===== src/sv/tkcs_pkg.sv =====
// Shared types and defaults for the top-k count selector.
// No dependencies.
`timescale 1ns / 1ps
`default_nettype none

package tkcs_pkg;

	localparam int MAX_SLOTS_DEF   = 8;
	localparam int MAX_BUCKETS_DEF = 65536;

	localparam int IDX_W   = 16;
	localparam int COUNT_W = 32;
	localparam int RANK_PW = 6;

	// one slot entry
	typedef struct packed {
		logic [IDX_W-1:0]   idx;
		logic [COUNT_W-1:0] count;
	} slot_t;

	// controls broadcast to every cell
	typedef struct packed {
		logic insert;   // accepted word is taken into the list
		logic fill;     // first word of a set: all cells load it
		logic drain;    // output word taken: list moves up one
	} cell_ctrl_t;

endpackage

`default_nettype wire


===== src/sv/tkcs_cell.sv =====
// One slot of the sorted insertion chain.
// Depends on tkcs_pkg.
`timescale 1ns / 1ps
`default_nettype none

module tkcs_cell import tkcs_pkg::*; (
	input  wire logic       clk,
	input  wire logic       arst_n,
	input  wire cell_ctrl_t ctrl,
	input  wire slot_t      new_slot,    // incoming word
	input  wire slot_t      above_slot,  // neighbor one rank higher
	input  wire logic       above_gt,    // new count beats the neighbor above
	input  wire slot_t      below_slot,  // neighbor one rank lower
	output slot_t           slot,
	output logic            gt
);

	slot_t slot_q;

	// strict compare keeps earlier entries ahead on ties
	assign gt   = new_slot.count > slot_q.count;
	assign slot = slot_q;

	// insert, shift down, or shift up on drain
	always_ff @(posedge clk or negedge arst_n) begin
		if (!arst_n) begin
			slot_q <= '0;
		end else if (ctrl.drain) begin
			slot_q <= below_slot;
		end else if (ctrl.insert) begin
			if (ctrl.fill) begin
				slot_q <= new_slot;
			end else if (above_gt) begin
				slot_q <= above_slot;
			end else if (gt) begin
				slot_q <= new_slot;
			end
		end
	end

endmodule

`default_nettype wire


===== src/sv/top_k_count_selector_unit.sv =====
// Top-k count selector: keeps the MAX_SLOTS largest bucket counts of a set.
// Depends on tkcs_pkg and tkcs_cell.
`timescale 1ns / 1ps
`default_nettype none

// Bucket counts stream in, one word per cycle, each taking its index from an
// internal position counter; a row of MAX_SLOTS cells keeps them sorted in
// descending order (ties keep the earlier bucket ahead), and every cell
// compares the incoming count with its own in the same cycle, so a word is
// taken every clock while a set is filling. Words beyond MAX_BUCKETS in a
// set are dropped. The word flagged last_bucket ends the set: its count is
// inserted, then the row shifts toward rank 0 and delivers MAX_SLOTS result
// words, one per accepted output cycle, with last_rank on the final one.
// in_ready is low while those result words are delivered, so the next set
// cannot start until the final result word is taken.
module top_k_count_selector_unit import tkcs_pkg::*; #(
	parameter int MAX_SLOTS   = MAX_SLOTS_DEF,
	parameter int MAX_BUCKETS = MAX_BUCKETS_DEF
) (
	input  wire logic               clk,
	input  wire logic               arst_n,
	input  wire logic               in_valid,
	output logic                    in_ready,
	input  wire logic [COUNT_W-1:0] bucket_count,
	input  wire logic               last_bucket,
	output logic                    out_valid,
	input  wire logic               out_ready,
	output logic [RANK_PW-1:0]      rank,
	output logic [IDX_W-1:0]        bucket_index,
	output logic [COUNT_W-1:0]      count_value,
	output logic                    last_rank
);

	localparam int POS_W  = $clog2(MAX_BUCKETS + 1);
	localparam int RANK_W = (MAX_SLOTS > 1) ? $clog2(MAX_SLOTS) : 1;

	logic [POS_W-1:0]  pos_q;
	logic [RANK_W-1:0] rank_q;
	logic              drain_q;

	logic       in_acc, out_acc, take, rank_end;
	slot_t      new_slot;
	cell_ctrl_t ctrl;
	slot_t      slots [MAX_SLOTS];
	logic       gts   [MAX_SLOTS];

	// handshake
	assign in_ready  = !drain_q;
	assign in_acc    = in_valid && in_ready;
	assign out_valid = drain_q;
	assign out_acc   = out_valid && out_ready;
	assign take      = in_acc && (pos_q != POS_W'(MAX_BUCKETS));
	assign rank_end  = rank_q == RANK_W'(MAX_SLOTS - 1);

	// incoming word and cell controls
	assign new_slot.idx   = IDX_W'(pos_q);
	assign new_slot.count = bucket_count;
	assign ctrl.insert    = take;
	assign ctrl.fill      = pos_q == '0;
	assign ctrl.drain     = out_acc;

	// position counter, set end and output ranking
	always_ff @(posedge clk or negedge arst_n) begin
		if (!arst_n) begin
			pos_q   <= '0;
			rank_q  <= '0;
			drain_q <= 1'b0;
		end else begin
			if (in_acc) begin
				if (last_bucket) begin
					pos_q   <= '0;
					rank_q  <= '0;
					drain_q <= 1'b1;
				end else if (take) begin
					pos_q <= pos_q + POS_W'(1);
				end
			end
			if (out_acc) begin
				rank_q <= rank_q + RANK_W'(1);
				if (rank_end) begin
					drain_q <= 1'b0;
				end
			end
		end
	end

	// row of cells
	for (genvar j = 0; j < MAX_SLOTS; j++) begin : g_cell
		slot_t above_s, below_s;
		logic  above_g;

		if (j == 0) begin : g_head
			assign above_s = '0;
			assign above_g = 1'b0;
		end else begin : g_mid
			assign above_s = slots[j-1];
			assign above_g = gts[j-1];
		end

		if (j == MAX_SLOTS - 1) begin : g_tail
			assign below_s = slots[j];
		end else begin : g_body
			assign below_s = slots[j+1];
		end

		tkcs_cell u_cell (
			.clk        (clk),
			.arst_n     (arst_n),
			.ctrl       (ctrl),
			.new_slot   (new_slot),
			.above_slot (above_s),
			.above_gt   (above_g),
			.below_slot (below_s),
			.slot       (slots[j]),
			.gt         (gts[j])
		);
	end

	// rank 0 cell drives the output word
	assign rank         = RANK_PW'(rank_q);
	assign bucket_index = slots[0].idx;
	assign count_value  = slots[0].count;
	assign last_rank    = rank_end;

endmodule

`default_nettype wire


===== config.mk =====
export PLATFORM = sky130hd
export DESIGN_NAME = top_k_count_selector_unit
export DESIGN_NICKNAME = d
export VERILOG_FILES = /design/src/sv/tkcs_pkg.sv /design/src/sv/tkcs_cell.sv /design/src/sv/top_k_count_selector_unit.sv
export SDC_FILE = /design/constraint.sdc
export NUM_CORES = 1
export LEC_CHECK = 0
export ABC_AREA = 1
export BUFFER_PORTS_ARGS = -buffer_cell sky130_fd_sc_hd__buf_2
export CORE_MARGIN = 2
export CORE_UTILIZATION = 65
export DETAILED_ROUTE_END_ITERATION = 6
export PLACE_DENSITY_LB_ADDON = 0.05
export SYNTH_ARGS = -nofsm -noshare
export SYNTH_HDL_FRONTEND = slang
export SYNTH_SLANG_ARGS = --single-unit

===== constraint.sdc =====
create_clock -name clk -period 4 [get_ports clk]
set_clock_uncertainty 0.1 [all_clocks]
set_input_delay 0.2 -clock clk [delete_from_list [all_inputs] [get_ports clk]]
set_output_delay 0.2 -clock clk [all_outputs]
set_load 0.02 [all_outputs]

## After elaboration in Yosys (flattened, before gate mapping)

Index checks and enable logic that the tools add are counted.

| cells by class | value |
|---|---|
| add/sub/neg operators | 2 |
| multipliers | 0 |
| divide/modulo/power cells | 0 |
| $lt $le $gt $ge | 8 |
| equal/unequal tests | 2 |
| shifts and indexed selects | 0 |
| multiplexer cells | 46 |
| bitwise gates (word level) | 1 |
| reductions and logical operators | 27 |

Operators by type and width:

| operator | count |
|---|---|
| 2-to-1 mux 48 bit | 37 |
| > comparator 32 bit | 8 |
| 2-to-1 mux 17 bit | 2 |
| nonzero test 4 bit | 6 |
| AND reduction 2 bit | 9 |
| adder 17 x 1 -> 17 bit (second input constant) | 1 |
| zero test 17 bit | 1 |
| inequality test 17 bit (second input constant) | 1 |
| 2-to-1 mux 3 bit | 3 |
| nonzero test 2 bit | 4 |
| nonzero test 3 bit | 2 |
| 2-to-1 mux 1 bit | 4 |
| adder 3 x 1 -> 3 bit (second input constant) | 1 |
| == test 3 bit (second input constant) | 1 |
| logical AND 1 bit | 3 |
| AND reduction 3 bit | 1 |
| zero test 1 bit | 1 |
| NOT 1 bit | 1 |

| word-level totals | value |
|---|---|
| bits in registers | 405 |
| latch bits | 0 |
| memory bits (writable) | 0 |
| ROM bits | 0 |
| bits of input ports | 37 |
| output and inout port bits | 57 |
| logic and storage cells | 105 |
| memories | 0 |

## Depth between registers and ports, before layout

| logic depth | value |
|---|---|
| depth after elaboration | 6 |
| depth in mapped cells | 23 |
| mapped depth without buffers | 20 |

## By module

A second synthesis with hierarchy kept.

| unflattened totals | value |
|---|---|
| cell total of the unflattened synthesis | 4365 |
| area total of the unflattened synthesis | 31661.6 um2 |

Modules (own cells, without submodules):

| module | instances | cells each | area an instance (um2) | sequential area each (um2) |
|---|---|---|---|---|
| tkcs_cell (g_cell[0].u_cell ...) | 7 | 522 | 3778.6 | 1201.2 |
| tkcs_cell (g_cell[2].u_cell) | 1 | 517 | 3769.9 | 1201.2 |
| top_k_count_selector_unit | 1 | 194 | 1441.4 | 525.5 |

## Least setup slack after synthesis

OpenSTA, ideal clock, no wires.

| timing path | value |
|---|---|
| path type | register to register |
| start point | reg g_cell[0].u_cell.slot_q, in the netlist g_cell[0].u_cell.slot[31] |
| end point | reg g_cell[0].u_cell.slot_q, in the netlist g_cell[0].u_cell.slot[39] |
| library setup time | 0.122 ns |
| arrival time | 2.187 ns |
| required time | 3.778 ns |
| slack | 1.591 ns |
| stages on the path, launching flop included | 16 |
| path buffers | 2 |
| period minus slack after synthesis | 2.409 ns |
| cells stage by stage | dfrtp_1 > inv_1 > ha_1 > nand2_1 > nor2_1 > nand4_1 > nor3b_2 > nand2_1 > nand2_2 > nand2_2 > nand2_2 > clkinv_2 > buf_6 > buf_8 > o211ai_2 > nand2_1 |

| on the way | value |
|---|---|
| word-level cells in the longest chain between the ends | 3 |

RTL lines:

| item | line | RTL |
|---|---|---|
| start, declared | tkcs_cell.sv:18 | `slot_t slot_q;` |
| start signal, assigned | tkcs_cell.sv:29 | `slot_q <= below_slot;` |
| start signal, assigned | tkcs_cell.sv:32 | `slot_q <= new_slot;` |
| start signal, assigned | tkcs_cell.sv:34 | `slot_q <= above_slot;` |
| > comparator 32 bit | tkcs_cell.sv:21 | `assign gt = new_slot.count > slot_q.count;` |
| nonzero test 3 bit (no source line) | -- |  |
| AND reduction 2 bit (no source line) | -- |  |

No other way between the ends.
A chain may end at the register's enable or synchronous reset.

## Final worst setup path

| timing path | value |
|---|---|
| start point | reg g_cell[2].u_cell.slot_q, in the netlist g_cell[2].u_cell.slot[30] |
| end point | reg g_cell[2].u_cell.slot_q, in the netlist g_cell[2].u_cell.slot[0] |

| on the way | value |
|---|---|
| word-level cells in the longest chain between the ends | 3 |

RTL lines:

| item | line |
|---|---|
| start, declared | tkcs_cell.sv:18 |
| start signal, assigned | tkcs_cell.sv:29 |
| start signal, assigned | tkcs_cell.sv:32 |
| start signal, assigned | tkcs_cell.sv:34 |
| > comparator 32 bit | tkcs_cell.sv:21 |
| nonzero test 4 bit (no source line) | -- |
| AND reduction 2 bit (no source line) | -- |

No other way between the ends.

==> flow_summary_export.csv <==
group,metric,value,unit
clock_tree,cts-hold-fix-buffers,14,
placement,globalplace.congestion,0.923,
synth,synth_cell_type_count,42,
timing,finalCritPeriodShare,0.903,
placement,place.port_buffers,90,
placement,dp_slack,0.496,ns
clock_tree,cts-resized-gates,0,
timing,max_slew.worst_pin.slew,1.03,ns
detailed_routing,drc,0,
placement,dp_hpwl,63600,µm
detailed_routing,wl_per_cell,19.6,µm
detailed_routing,ant_nets,0,
detailed_routing,drt-initial-drc-count,3837,
setup_path,worstSetupEndpointType,"flop",
die,initial_utilization,0.660,
cells_and_area,fin_util,0.709,
setup_path,path_class,"flop to flop",
synth,netlist.area_leader.share,0.328,
setup_path,start_kind,"flop",
min_path,min_path_type,"primary input to flop",
synth,synth_area,30900,µm²
synth,synth_warnings,0,
setup_path,crit_fanout,32,
synth,synth_edf_count,0,
cells_and_area,syn_to_final_growth,7.35,%
clock_tree,clockBufferDepth,3,
setup_path,r2r-start,"g_cell[2].u_cell.slot[30]$_DFFE_PN0P_",
grt,grt_overflow,0,
setup_path,regToRegSetupSlack,0.39,ns
detailed_routing,first_pass_iters,6,
synth,synth_largest_area_cell,"dfrtp_1",
synth,synth-seq-cells,405,
setup_path,startpoint,"g_cell[2].u_cell.slot[30]$_DFFE_PN0P_",
timing,maxSlewViolCount,0,
clock_tree,cts_setup_buffers,0,
cells_and_area,fillers,4066,
synth,post-synth-top-count-cell,"nand2_1",
clock_tree,clock-sinks,405,
run_status,outcome,"finished clean",
detailed_routing,viasPerCell,6.12,
timing,setup_viol,0,
synth,synth-main-ff-cell,"dfrtp_1",
setup_path,setup.worst_path.end,"g_cell[2].u_cell.slot[0]$_DFFE_PN0P_",
timing,rsz0062_at_grt,"no",
flow_run,maxCapViolCount,0,
timing,hold_violations,0,
power,p_per_area,900,nW/µm²
power,power.leakage,17.5,nW
die,rows,79,
die,die_w,222,µm
setup_path,reg2reg_depth,15,
grt,antenna_found_initial,1,
clock_tree,cts_buffers,47,
synth,async_flop_share,1.00,
synth,synthCells,4567,
timing,relSlewSlack,0.316,
setup_path,cp_data_arrival_time,4.05,ns
detailed_routing,wirelength,100000,µm
die,die_area,49300,µm²
clock_tree,clkLatencyLatePin,0.60,ns
clock_tree,clk_pin_slew_worst_paths,0.06,ns
synth,yosysSeqAreaShare,0.328,
grt,grt_pass1_vias,29500,
timing,hold_ws,0.0258,ns
die,ios,94,
detailed_routing,num_vias,31300,
cells_and_area,final_nets,4776,
synth,syn_avg_cell_area,6.76,µm²
timing,fmax,277,MHz
die,core-area,46800,µm²
clock_tree,cts-root-buf,"clkbuf_16",
clock_tree,cts.htree.levels,2,
timing,finalCriticalPeriod,3.61,ns
die,die_y,222,µm
timing,tns,0,ns
setup_path,rr_endpoint,"g_cell[2].u_cell.slot[0]$_DFFE_PN0P_",
setup_path,cp_data_required_time,4.44,ns
cells_and_area,drive_gt1_frac,0.0802,
timing,setup_slack,0.388,ns
power,ir_worst_vdd,0.000737,V
synth,yosys-top-cells-area,"dfrtp_1 33%, nand2_1 20%, ha_1 11%, nand3_1 9.4%, nand4_1 5.7%",
grt,grt_start_max_net_pins,201,
min_path,min_from,"bucket_count[19]",
grt,grt_pass1_wl,161000,µm
grt,grt_use_total,0.407,
synth,synthTopCellsByCount,"1,626 x nand2_1, 578 x nand3_1, 405 x dfrtp_1",
clock_tree,cts_tree,"yes",
## logic make-up (layout without fill, tap and decap cells)
logic type	Yosys count	in the layout	synth area share
compound gates	326	326	0.0582
other cells	1	4	0.000121
xor+xnor	8	8	0.00227
fa+ha+maj	260	260	0.105
simple gates	2888	2888	0.409
flops	405	405	0.328
buf+inv	679	623	0.0967
## metal layers
metal,GRT usage,share of wire
met1,0.558,0.41
met2,0.624,0.44
met3,0.0810,0.11
met4,0.184,0.045
met5,0,0
## report_power, final
part	leakage, nW	total [W]	switching, W	internal (W)
clock	0.781	0.00455	0.00187	0.00268
sequential	5.08	0.00782	0.00177	0.00605
combinational	11.6	0.0175	0.0120	0.00548
## stage by stage
| step | power [W] | cell area [µm²] | cells |
|---|---|---|---|
| after CTS | 0.0294 | 33100 | 5120 |
| after detailed placement | 0.0247 | 31400 | 5023 |
| final | 0.0298 | 33100 | 5121 |
| after global placement | 0.0243 | 31400 | 5023 |
| after floorplan | 0.0197 | 30900 | 4569 |
| after global routing | 0.0322 | 33100 | 5121 |
## placed cells by master, fill, tap and decap left out, types with 2 or more instances in the layout
cell,netlist,final
nand2_1,1626,1618
nand3_1,578,576
dfrtp_1,405,405
inv_1,332,332
nor2_1,303,303
nand4_1,282,282
ha_1,260,260
o21ai_0,148,148
a21oi_1,128,128
buf_2,124,89
buf_4,31,67
clkbuf_16,0,47
or2_2,36,36
nand2_2,18,23
buf_12,0,22
nor3_1,19,19
o21a_1,16,16
dlygate4sd3_1,0,14
clkbuf_8,0,11
inv_2,11,10
clkinv_2,2,9
o211ai_1,9,9
o211ai_2,9,9
clkbuf_1,122,9
nand3_2,7,8
xor2_1,8,8
o31ai_1,8,8
nand2_4,4,7
nor3b_2,7,7
bufinv_16,0,5
a21o_1,4,4
nor4_1,3,3
conb_1,1,3
inv_6,0,3
inv_4,1,2
## critical path: stages, from the launching register on
cell and delay [ns]:
dfrtp_1 0.38, inv_1 0.08, ha_1 0.30, nand2_1 0.07
nor2_1 0.26, nand4_1 0.28, nor3b_2 0.46, nand4_2 0.18
nand2_2 0.13, nand2_1 0.06, nand2_2 0.07, nand2_4 0.05
inv_2 0.40, buf_4 0.52, nand2_1 0.09, nand2_1 0.09
## cell type report
cell class,count,area (µm²),area share
Multi-Input combinational cell,3485,17800,0.537
Sequential cell,405,10100,0.306
Timing Repair Buffer,193,1540,0.0466
Clock buffer,67,1360,0.0411
Inverter,347,1310,0.0395
Tap cell,607,759,0.0229
Clock inverter,16,219,0.00661
Antenna cell,1,2.50,0.0000755
## sequential cells by signal, summed over array words and instances, names as in the netlist
name                cells
out_valid               1
g_cell.u_cell.slot    384
pos_q                  17
rank_q                  3
## worst min-delay path by stage
stage                                                 end  slack [ns]  depth (start not counted)
floorplan            g_cell[0].u_cell.slot[0]$_DFFE_PN0P_       -0.20                          0
global placement    g_cell[0].u_cell.slot[14]$_DFFE_PN0P_        0.21                          1
detailed placement  g_cell[0].u_cell.slot[14]$_DFFE_PN0P_        0.20                          1
CTS                 g_cell[3].u_cell.slot[29]$_DFFE_PN0P_       0.005                          5
global route        g_cell[3].u_cell.slot[19]$_DFFE_PN0P_        0.05                          5
finish              g_cell[2].u_cell.slot[19]$_DFFE_PN0P_        0.03                          5
No activity file was read; power rests on OpenSTA's default activity.
